## src/hw/rtl/mdsc_pkg.sv

```systemverilog
// shared types and codes for the duty sweep tracker
package mdsc_pkg;

    localparam int DutyWidth  = 16;
    localparam int PowerPort  = 24;
    localparam int ResWidth   = 5;
    localparam int StageWidth = 2;
    localparam int TaskWidth  = 2;

    // tracker stages
    localparam logic [StageWidth-1:0] StageSetup      = 2'd0;
    localparam logic [StageWidth-1:0] StageSetDuty    = 2'd1;
    localparam logic [StageWidth-1:0] StageCheckPower = 2'd2;
    localparam logic [StageWidth-1:0] StageCheckMpp   = 2'd3;

    // next task codes
    localparam logic [TaskWidth-1:0] TaskSend = 2'd0;
    localparam logic [TaskWidth-1:0] TaskMppt = 2'd1;
    localparam logic [TaskWidth-1:0] TaskMeas = 2'd2;

    localparam logic [ResWidth-1:0] ResReset = 5'd10;
    localparam logic [ResWidth-1:0] ResMax   = 5'd16;

    typedef struct packed {
        logic                  duty_write;
        logic [DutyWidth-1:0]  duty_value;
        logic [TaskWidth-1:0]  next_task;
        logic                  sweep_done;
        logic                  optimum_write;
        logic [PowerPort-1:0]  optimum_power;
    } result_t;

endpackage

```

## src/hw/rtl/mdsc_step.sv

```systemverilog
// next-state and result logic for one tracker run
module mdsc_step #(
    parameter int BEST_WIDTH = 24
) (
    input  logic [mdsc_pkg::StageWidth-1:0] stage,
    input  logic [mdsc_pkg::DutyWidth-1:0]  sweep_duty,
    input  logic [mdsc_pkg::DutyWidth-1:0]  best_duty,
    input  logic [BEST_WIDTH-1:0]           best_power,
    input  logic [mdsc_pkg::ResWidth-1:0]   resolution,
    input  logic                            permitted,
    input  logic [mdsc_pkg::PowerPort-1:0]  power,
    output logic [mdsc_pkg::StageWidth-1:0] stage_next,
    output logic [mdsc_pkg::DutyWidth-1:0]  sweep_duty_next,
    output logic [mdsc_pkg::DutyWidth-1:0]  best_duty_next,
    output logic [BEST_WIDTH-1:0]           best_power_next,
    output mdsc_pkg::result_t               result
);

    logic [mdsc_pkg::ResWidth-1:0]  res_clamped;
    logic [mdsc_pkg::DutyWidth:0]   max_duty;
    logic [mdsc_pkg::DutyWidth:0]   duty_inc;
    logic                           power_better;
    logic [mdsc_pkg::DutyWidth-1:0] best_duty_upd;

    assign res_clamped  = (resolution > mdsc_pkg::ResMax) ? mdsc_pkg::ResMax : resolution;
    assign max_duty     = (17'd1 << res_clamped) - 17'd1;
    assign duty_inc     = {1'b0, sweep_duty} + 17'd1;
    assign power_better = power[BEST_WIDTH-1:0] > best_power;
    assign best_duty_upd = power_better ? sweep_duty : best_duty;

    always_comb begin
        stage_next      = stage;
        sweep_duty_next = sweep_duty;
        best_duty_next  = best_duty;
        best_power_next = best_power;
        result          = '0;
        result.next_task = mdsc_pkg::TaskSend;
        unique case (stage)
            mdsc_pkg::StageSetup: begin
                if (!permitted) begin
                    result.sweep_done = 1'b1;
                end else begin
                    sweep_duty_next  = 16'd1;
                    best_duty_next   = '0;
                    best_power_next  = '0;
                    stage_next       = mdsc_pkg::StageSetDuty;
                    result.next_task = mdsc_pkg::TaskMppt;
                end
            end
            mdsc_pkg::StageSetDuty: begin
                result.duty_write = 1'b1;
                result.duty_value = sweep_duty;
                result.next_task  = mdsc_pkg::TaskMeas;
                stage_next        = mdsc_pkg::StageCheckPower;
            end
            mdsc_pkg::StageCheckPower: begin
                if (power_better) begin
                    best_power_next = power[BEST_WIDTH-1:0];
                end
                best_duty_next  = best_duty_upd;
                sweep_duty_next = duty_inc[mdsc_pkg::DutyWidth-1:0];
                if (duty_inc >= max_duty) begin
                    result.duty_write = 1'b1;
                    result.duty_value = best_duty_upd;
                    result.next_task  = mdsc_pkg::TaskMeas;
                    stage_next        = mdsc_pkg::StageCheckMpp;
                end else begin
                    result.next_task  = mdsc_pkg::TaskMppt;
                    stage_next        = mdsc_pkg::StageSetDuty;
                end
            end
            default: begin
                result.optimum_write = 1'b1;
                result.optimum_power = power;
                result.sweep_done    = 1'b1;
                stage_next           = mdsc_pkg::StageSetup;
            end
        endcase
    end

endmodule

```

## src/hw/rtl/mppt_duty_sweep_controller.sv

```systemverilog
// top level of the maximum power point duty sweep tracker
// Sweep tracker for the maximum power point of a PWM converter. Each input word is one
// run of the tracker: a permission flag and the power measured since the last duty was
// applied. Each input word yields exactly one result word. When permitted, the tracker
// walks the duty from 1 upward, alternating a duty write with a power check, keeps the
// duty of strictly greatest power, writes that best duty once the sweep reaches
// 2^duty_resolution_bits - 1 (resolution above 16 acts as 16), and reports the next
// measured power as the optimum. A word passes an input register and then a result
// register, from which its result is offered; one word is accepted every cycle as long
// as the result side keeps taking words, since the combinational step logic between the
// two registers is the only stage touching the tracker state. POWER_WIDTH (8..48) sets
// how many low bits of power_sample take part; at 24 and above all do. The user must
// write duty_resolution_bits through cfg_wen/cfg_wdata only while the block is idle;
// the block itself does not enforce this.
module mppt_duty_sweep_controller #(
    parameter int POWER_WIDTH = 24
) (
    input  logic                           aclk,
    input  logic                           aresetn,
    // configuration
    input  logic                           cfg_wen,
    input  logic [mdsc_pkg::ResWidth-1:0]  cfg_wdata,
    // input words
    input  logic                           s_valid,
    output logic                           s_ready,
    input  logic                           s_permitted,
    input  logic [mdsc_pkg::PowerPort-1:0] s_power_sample,
    // result words
    output logic                           m_valid,
    input  logic                           m_ready,
    output logic                           m_duty_write,
    output logic [mdsc_pkg::DutyWidth-1:0] m_duty_value,
    output logic [mdsc_pkg::TaskWidth-1:0] m_next_task,
    output logic                           m_sweep_done,
    output logic                           m_optimum_write,
    output logic [mdsc_pkg::PowerPort-1:0] m_optimum_power
);

    // effective power width, never wider than the port
    localparam int BestWidth = (POWER_WIDTH < mdsc_pkg::PowerPort) ?
                               POWER_WIDTH : mdsc_pkg::PowerPort;
    localparam logic [mdsc_pkg::PowerPort-1:0] PowerMask =
        mdsc_pkg::PowerPort'((25'd1 << BestWidth) - 25'd1);

    // configuration register
    logic [mdsc_pkg::ResWidth-1:0] res_reg;

    // input register
    logic                           in_valid_reg;
    logic                           in_permitted_reg;
    logic [mdsc_pkg::PowerPort-1:0] in_power_reg;

    // tracker state
    logic [mdsc_pkg::StageWidth-1:0] stage_reg;
    logic [mdsc_pkg::DutyWidth-1:0]  sweep_duty_reg;
    logic [mdsc_pkg::DutyWidth-1:0]  best_duty_reg;
    logic [BestWidth-1:0]            best_power_reg;

    logic [mdsc_pkg::StageWidth-1:0] stage_next;
    logic [mdsc_pkg::DutyWidth-1:0]  sweep_duty_next;
    logic [mdsc_pkg::DutyWidth-1:0]  best_duty_next;
    logic [BestWidth-1:0]            best_power_next;

    // result register
    logic              out_valid_reg;
    mdsc_pkg::result_t out_result_reg;
    mdsc_pkg::result_t step_result;

    logic advance;
    logic accept;

    // a word moves into the result register when that slot is free or being drained
    assign advance = in_valid_reg && (!out_valid_reg || m_ready);
    // the input register takes a new word when empty or moving on this cycle
    assign s_ready = !in_valid_reg || advance;
    assign accept  = s_valid && s_ready;

    always_ff @(posedge aclk) begin
        if (!aresetn) begin
            res_reg <= mdsc_pkg::ResReset;
        end else if (cfg_wen) begin
            res_reg <= cfg_wdata;
        end
    end

    always_ff @(posedge aclk) begin
        if (!aresetn) begin
            in_valid_reg <= 1'b0;
        end else if (accept) begin
            in_valid_reg <= 1'b1;
        end else if (advance) begin
            in_valid_reg <= 1'b0;
        end
    end

    // payload, masked to the effective power width on entry
    always_ff @(posedge aclk) begin
        if (accept) begin
            in_permitted_reg <= s_permitted;
            in_power_reg     <= s_power_sample & PowerMask;
        end
    end

    mdsc_step #(
        .BEST_WIDTH (BestWidth)
    ) u_step (
        .stage           (stage_reg),
        .sweep_duty      (sweep_duty_reg),
        .best_duty       (best_duty_reg),
        .best_power      (best_power_reg),
        .resolution      (res_reg),
        .permitted       (in_permitted_reg),
        .power           (in_power_reg),
        .stage_next      (stage_next),
        .sweep_duty_next (sweep_duty_next),
        .best_duty_next  (best_duty_next),
        .best_power_next (best_power_next),
        .result          (step_result)
    );

    // tracker state moves only when a word passes the step logic
    always_ff @(posedge aclk) begin
        if (!aresetn) begin
            stage_reg      <= mdsc_pkg::StageSetup;
            sweep_duty_reg <= '0;
            best_duty_reg  <= '0;
            best_power_reg <= '0;
        end else if (advance) begin
            stage_reg      <= stage_next;
            sweep_duty_reg <= sweep_duty_next;
            best_duty_reg  <= best_duty_next;
            best_power_reg <= best_power_next;
        end
    end

    always_ff @(posedge aclk) begin
        if (!aresetn) begin
            out_valid_reg <= 1'b0;
        end else if (advance) begin
            out_valid_reg <= 1'b1;
        end else if (m_ready) begin
            out_valid_reg <= 1'b0;
        end
    end

    always_ff @(posedge aclk) begin
        if (advance) begin
            out_result_reg <= step_result;
        end
    end

    assign m_valid         = out_valid_reg;
    assign m_duty_write    = out_result_reg.duty_write;
    assign m_duty_value    = out_result_reg.duty_value;
    assign m_next_task     = out_result_reg.next_task;
    assign m_sweep_done    = out_result_reg.sweep_done;
    assign m_optimum_write = out_result_reg.optimum_write;
    assign m_optimum_power = out_result_reg.optimum_power;

    // during the sweep the duty is never zero and always ahead of the best duty
    assert property (@(posedge aclk) disable iff (!aresetn)
        (stage_reg == mdsc_pkg::StageSetDuty || stage_reg == mdsc_pkg::StageCheckPower)
        |-> (sweep_duty_reg != '0 && best_duty_reg < sweep_duty_reg))
        else $error("sweep duty out of order with best duty");

    // the optimum check always ends the run and reports the optimum
    assert property (@(posedge aclk) disable iff (!aresetn)
        (advance && stage_reg == mdsc_pkg::StageCheckMpp)
        |=> (stage_reg == mdsc_pkg::StageSetup && m_valid && m_optimum_write && m_sweep_done))
        else $error("optimum check did not finish the run");

    // a held result word is never overwritten
    assert property (@(posedge aclk) disable iff (!aresetn)
        (out_valid_reg && !m_ready) |-> !advance)
        else $error("result word overwritten while stalled");

endmodule
```

## config.mk

```make
export PLATFORM = sky130hd
export DESIGN_NAME = mppt_duty_sweep_controller
export DESIGN_NICKNAME = d
export VERILOG_FILES = /design/src/hw/rtl/mdsc_pkg.sv /design/src/hw/rtl/mdsc_step.sv /design/src/hw/rtl/mppt_duty_sweep_controller.sv
export SDC_FILE = /design/constraint.sdc
export NUM_CORES = 1
export LEC_CHECK = 0
export BUFFER_PORTS_ARGS = -buffer_cell sky130_fd_sc_hd__buf_2
export CORE_MARGIN = 10
export CORE_UTILIZATION = 30
export CTS_BUF_LIST = sky130_fd_sc_hd__clkbuf_8
export DETAILED_ROUTE_END_ITERATION = 8
export PLACE_DENSITY = 0.53
export RECOVER_POWER = 50
export SLEW_MARGIN = 20
export SYNTH_ARGS = -nofsm -noshare
export SYNTH_HDL_FRONTEND = slang
export SYNTH_SLANG_ARGS = --single-unit
```

## constraint.sdc

```tcl
create_clock -name aclk -period 6 [get_ports aclk]
set_input_delay 0.3 -clock aclk [delete_from_list [all_inputs] [get_ports aclk]]
set_output_delay 0.3 -clock aclk [all_outputs]
set_load 0.02 [all_outputs]
```

==> results.py, run 1 <==
metrics = {
    "worst_setup_path": {
        "cp.arrival_ns": 4.56,
        "critPathMaxFanout": 16,
        "critPathRequiredTime_ns": 6.31,
        "endpoint_kind": "flip-flop",
        "critPathKind": "reg -> reg",
        "worst_setup_path_start_kind": "flip-flop",
    },
    "route": {
        "drtPass1Iterations": 5,
        "drtAntennaViolNets": 0,
        "vias": 4869,
        "routed_wl_mm": 15.2,
        "vias_per_cell": 4.78,
        "drt-wirelength-per-cell_um": 14.9,
        "drc": 0,
        "drt_iter0_drc": 295,
    },
    "floorplan": {
        "die_h_um": 167,
        "num_rows": 53,
        "dieArea_sq_um": 28000,
        "core-area_sq_um": 21200,
        "ioPinCount": 82,
        "die_w_um": 167,
        "start_util_pct": 30.7,
    },
    "pwr": {
        "p_per_area_nw_per_um2": 257,
        "leakage_nw": 2.86,
        "vdd_ir_drop_max_uv": 130,
    },
    "global_routing": {
        "grt_first_pass_wirelength_mm": 24.9,
        "gr-total-overflow": 0,
        "grt_max_degree": 106,
        "grt_pass1_vias": 4739,
        "antenna_found_initial": 0,
        "grtUsageTotal_pct": 10.8,
    },
    "flow_run": {
        "drv_cap": 2,
    },
    "status": {
        "failed_checks": "capacitance limit, slew limit",
        "status": "finished, violations left",
    },
    "clock_tree": {
        "insertion_delay_ns": 0.44,
        "clock-sinks": 135,
        "cts_tree": "built",
        "cts-htree-levels": 4,
        "cts_root_buf": "clkbuf_8",
        "cts_resized": 0,
        "cts_buffer_depth": 2,
        "path_clk_slew_ns": 0.08,
        "numCtsBuffers": 17,
    },
    "synthesis": {
        "syn_nets": 732,
        "synth_edf_count": 70,
        "synthArstFlopShare_pct": 0,
        "synth_top_area_share_pct": 32.3,
        "ys_seq_area_share_pct": 52.2,
        "ys_top_cells_by_count": "nand2_1 (117), edfxtp_1 (70), dfxtp_1 (65)",
        "synth_area_sq_um": 6520,
        "synth_area_leaders": "edfxtp_1 (32%), dfxtp_1 (20%), ha_1 (9.2%), nand2_1 (6.7%), o22ai_1 (3.8%)",
        "yosys_most_used_dff": "edfxtp_1",
        "yosysMostFrequentCell": "nand2_1",
        "yosys_warnings": 0,
        "ys_types": 46,
        "syn_area_per_cell_sq_um": 10.0,
        "synth-seq-cells": 135,
        "yosysTopAreaCell": "edfxtp_1",
        "syn_inst": 649,
    },
    "timing": {
        "period_needed_ns": 4.25,
        "finalCritPeriodShare_pct": 70.8,
        "tns_ns": 0,
        "rsz0062_at_grt": "false",
        "tightestPinTransition_ns": 4.30,
        "slew_violations": 132,
        "hold_viol": 0,
        "skew_ns": 0.0118,
        "max_freq_mhz": 235,
        "setup_viol": 0,
        "final.setup.worst_slack_ns": 1.75,
        "timing.hold.ws_ns": 0.0352,
        "slew_headroom_pct": -187,
    },
    "layout": {
        "drive_above_1_share_pct": 10.8,
        "layout.cells.non_filler": 1019,
        "final_util_pct": 36.2,
        "syn2layout_area_growth_pct": 18.0,
        "n_antenna_cell": 0,
        "fin_nets": 814,
    },
    "place": {
        "gp_congestion": 0.757,
        "hpwlAfterDp_mm": 9.97,
        "numPortBuffers": 81,
        "pre_cts_ws_ns": 1.76,
        "placedCellCount": 969,
    },
    "worst_hold_path": {
        "hold_class": "in -> reg",
    },
}
report_power, final:
group / leakage, nW / total [W] / switching, W / internal [W]
sequential: 1.20 / 0.00102 / 0.0000204 / 0.000996
clock: 0.207 / 0.000820 / 0.000398 / 0.000422
combinational: 1.46 / 0.000143 / 0.0000878 / 0.0000549
layout by cell type, fill, tap and decap left out, types with 20 or more instances in the layout:
cell type / n
buf_2: 34
o22ai_1: 40
clkbuf_1: 49
and2_1: 31
inv_1: 31
edfxtp_1: 70
nand2_1: 116
nor2_1: 20
a21oi_1: 26
ha_1: 48
dfxtp_1: 65
worst paths after layout:
kind / start / to / slack (ns) / cells after the start
setup / recovery: res_reg[2] / m_duty_value[3] / 1.75 / 15
hold / removal: s_power_sample[2] / in_power_reg[2] / 0.04 / 1
setup reg to reg: res_reg[2] / m_duty_value[3] / 1.75 / 15
hold reg to reg: best_power_reg[9] / best_power_reg[9] / 0.47 / 2
layout make-up:
type	count	area, sq um
repair buffers	103	549
multi-input cells	443	2850
inverters	31	116
clock inverters	15	193
well taps	275	344
clock buffers	17	234
fillers	2199	13500
flip-flops and latches	135	3400
layer usage:
metal / global-route usage, % / share of wire [%] / routed length (um)
met1: 14.2 / 49 / 7460
met2: 16.9 / 47 / 7080
met3: 2.72 / 3.5 / 527
met4: 3.86 / 0.67 / 101
met5: 0 / 0 / 0
critical path: stages, from the launching register on:
cell	delay, ns
dfxtp_1	0.45
nor3_1	0.43
nand2_1	0.14
ha_1	0.35
nor3_1	0.30
nand2b_1	0.10
nand2_1	0.07
a22o_1	0.11
a21boi_0	0.09
ha_1	0.33
nand2_1	0.07
nor4_1	0.27
o21ai_0	0.12
a21oi_1	0.36
and3_1	0.68
a22o_1	0.26
logic make-up (layout without fill, tap and decap cells):
| group | count (synthesis) | in the layout | share of synthesized area, % |
|---|---|---|---|
| other | 1 | 1 | 0.0575 |
| muxes | 5 | 5 | 0.768 |
| and+or+nand+nor | 235 | 235 | 17.3 |
| AOI/OAI and AO/OA | 139 | 139 | 14.2 |
| DFF | 135 | 135 | 52.2 |
| xor gates and xnor gates | 15 | 15 | 2.02 |
| buffers and inverters | 71 | 166 | 4.30 |
| adders and majority gates | 48 | 48 | 9.22 |
metrics by stage:
| step | total power [W] | instance area, sq um |
|---|---|---|
| after floorplan | 0.00112 | 6520 |
| after global placement | 0.00118 | 7150 |
| after detailed placement | 0.00118 | 7150 |
| after CTS | 0.00201 | 7740 |
| after global routing | 0.00206 | 7690 |
| final | 0.00198 | 7690 |
repair_timing:
action                    CTS  global route
hold buffers               17             1
setup buffers               0             0
hold endpoints to repair   17             1
Note: power is estimated with default switching activity, not from simulation.
==> run 2: changes to the inputs <==
--- a/config.mk
+++ b/config.mk
@@ -10,7 +10,7 @@
 export CORE_UTILIZATION = 30
 export CTS_BUF_LIST = sky130_fd_sc_hd__clkbuf_8
 export DETAILED_ROUTE_END_ITERATION = 8
-export PLACE_DENSITY = 0.53
+export PLACE_DENSITY = 0.54
 export RECOVER_POWER = 50
 export SLEW_MARGIN = 20
 export SYNTH_ARGS = -nofsm -noshare
==> constraint.sdc (replaced) <==
create_clock -name aclk -period 3.74 [get_ports aclk]
set_input_delay 0.187 -clock aclk [delete_from_list [all_inputs] [get_ports aclk]]
set_output_delay 0.187 -clock aclk [all_outputs]
set_load 0.02 [all_outputs]
==> results.py, run 2 (synthesis results as in run 1) <==
metrics = {
    "global_routing": {
        "antenna_found_initial": 0,
        "grtUsageTotal_pct": 11.2,
        "grt_pass1_vias": 4950,
        "gr-total-overflow": 0,
        "grt_max_degree": 106,
        "grt_first_pass_wirelength_mm": 25.7,
    },
    "clock_tree": {
        "clock-sinks": 135,
        "cts-htree-levels": 4,
        "path_clk_slew_ns": 0.08,
        "insertion_delay_ns": 0.45,
        "cts_tree": "built",
        "numCtsBuffers": 17,
        "postCtsSetupRepairBufs": 0,
        "cts_buffer_depth": 2,
        "cts_root_buf": "clkbuf_8",
    },
    "layout": {
        "n_antenna_cell": 0,
        "final_cell_mix": "nand2_1 (117), edfxtp_1 (70), dfxtp_1 (63)",
        "layout.cells.non_filler": 1046,
        "final_common_cell": "nand2_1",
        "drive_above_1_share_pct": 12.5,
        "syn2layout_area_growth_pct": 21.8,
        "fin_nets": 841,
    },
    "route": {
        "highest_layer": "met4",
        "drtPass1Iterations": 7,
        "routed_wl_mm": 15.6,
        "vias_per_cell": 4.73,
        "drt-wirelength-per-cell_um": 14.9,
        "drt_iter0_drc": 259,
        "drc": 0,
        "drtAntennaViolNets": 0,
        "dr_wl_met2_mm": 7.33,
        "vias": 4943,
        "met3_length_um": 771,
        "wirelength_met1_mm": 7.32,
    },
    "status": {
        "status": "finished, violations left",
        "failed_checks": "capacitance limit, slew limit",
    },
    "floorplan": {
        "num_rows": 53,
        "die_w_um": 167,
        "die_h_um": 167,
        "ioPinCount": 82,
        "core-area_sq_um": 21200,
        "start_util_pct": 30.7,
        "dieArea_sq_um": 28000,
    },
    "pwr": {
        "vdd_ir_drop_max_uv": 202,
        "power_frac_seq_pct": 51.0,
        "p_per_area_nw_per_um2": 401,
        "swShare_pct": 24.0,
        "p_clk_share_pct": 41.0,
        "comb_power_share_pct": 8.0,
        "internal_power_w": 0.00242,
        "power_switching_w": 0.000765,
        "leakage_nw": 3.00,
    },
    "timing": {
        "period_needed_ns": 3.49,
        "skew_ns": 0.0139,
        "slew_violations": 106,
        "setup_viol": 0,
        "max_freq_mhz": 287,
        "final.setup.worst_slack_ns": 0.252,
        "hold_viol": 0,
        "finalCritPeriodShare_pct": 93.3,
        "tns_ns": 0,
        "slew_headroom_pct": -31.8,
        "rsz0062_at_grt": "false",
        "timing.hold.ws_ns": 0.0348,
        "tightestPinTransition_ns": 1.98,
    },
    "place": {
        "hpwlAfterDp_mm": 10.4,
        "numPortBuffers": 81,
        "placedCellCount": 984,
        "gp_congestion": 0.812,
        "pre_cts_ws_ns": 0.0339,
    },
    "flow_run": {
        "drv_cap": 2,
    },
    "worst_hold_path": {
        "hold_class": "in -> reg",
    },
    "worst_setup_path": {
        "critPathRequiredTime_ns": 3.94,
        "endpoint_kind": "flip-flop",
        "worst_setup_path_start_kind": "flip-flop",
        "critPathKind": "reg -> reg",
        "cp.arrival_ns": 3.69,
        "critPathMaxFanout": 16,
    },
}
==> run 2: cell types whose count changed in the layout (fill, tap and decap cells not counted), moves of 2 or more <==
cell           delta
dfxtp_1           -2
inv_6             -2
dfxtp_2           +2
clkbuf_2          +2
dlygate4sd3_1    +12
inv_8             -2
buf_4            +14
inv_1             +4
==> run 2: area by class of cell <==
type | instances | area [sq um]
clock buffers | 17 | 234
clock inverters | 15 | 186
fillers | 2176 | 13300
inverters | 31 | 116
multi-input cells | 443 | 2870
flip-flops and latches | 135 | 3410
well taps | 275 | 344
repair buffers | 130 | 781
==> run 2: critical path, stage by stage, from the launching register on <==
cell,delay [ns]
dfxtp_1,0.44
and4_1,0.28
and4_1,0.31
and3_1,0.26
nand3_1,0.16
xnor2_1,0.17
ha_1,0.22
a211o_1,0.29
a211o_1,0.28
o21ai_0,0.10
a21oi_2,0.12
a32o_4,0.38
a22o_2,0.23
==> run 2: final timing paths <==
kind         cells after the start                 end          startpoint  slack [ns]
max                             12     m_duty_value[0]   sweep_duty_reg[5]        0.25
min                              3          res_reg[2]        cfg_wdata[2]        0.03
max reg2reg                     12     m_duty_value[0]   sweep_duty_reg[5]        0.25
min reg2reg                      2  best_power_reg[22]  best_power_reg[22]        0.47
==> run 2: layer usage <==
| layer | GRT usage (%) | vias to the layer above |
|---|---|---|
| li1 | - | 2517 |
| met1 | 14.2 | 2322 |
| met2 | 17.9 | 89 |
| met3 | 3.35 | 15 |
| met4 | 3.29 | 0 |
| met5 | 0 | - |
==> run 2: repair_timing <==
action                                  4_1_cts  5_1_grt
gates resized for setup                       0        7
endpoints found under the hold margin        30        0
hold buffers                                 30        0
endpoints found under the setup margin        0       20
==> run 2: stage by stage <==
stage	area [sq um]	utilization [%]	power [W]
after floorplan	6520	-	0.00180
after global placement	7260	34.2	0.00189
after detailed placement	7260	34.2	0.00189
after CTS	7980	37.6	0.00323
after global routing	7940	37.4	0.00333
final	7940	37.4	0.00318
==> run 2: power groups by stage <==
stage	clock network, W	logic [W]	registers, W
6_report	0.00130	0.000254	0.00162
3_3_place_gp	0	0.000236	0.00166
5_1_grt	0.00141	0.000287	0.00163
4_1_cts	0.00135	0.000263	0.00162
3_5_place_dp	0	0.000237	0.00166
2_1_floorplan	0	0.000127	0.00167
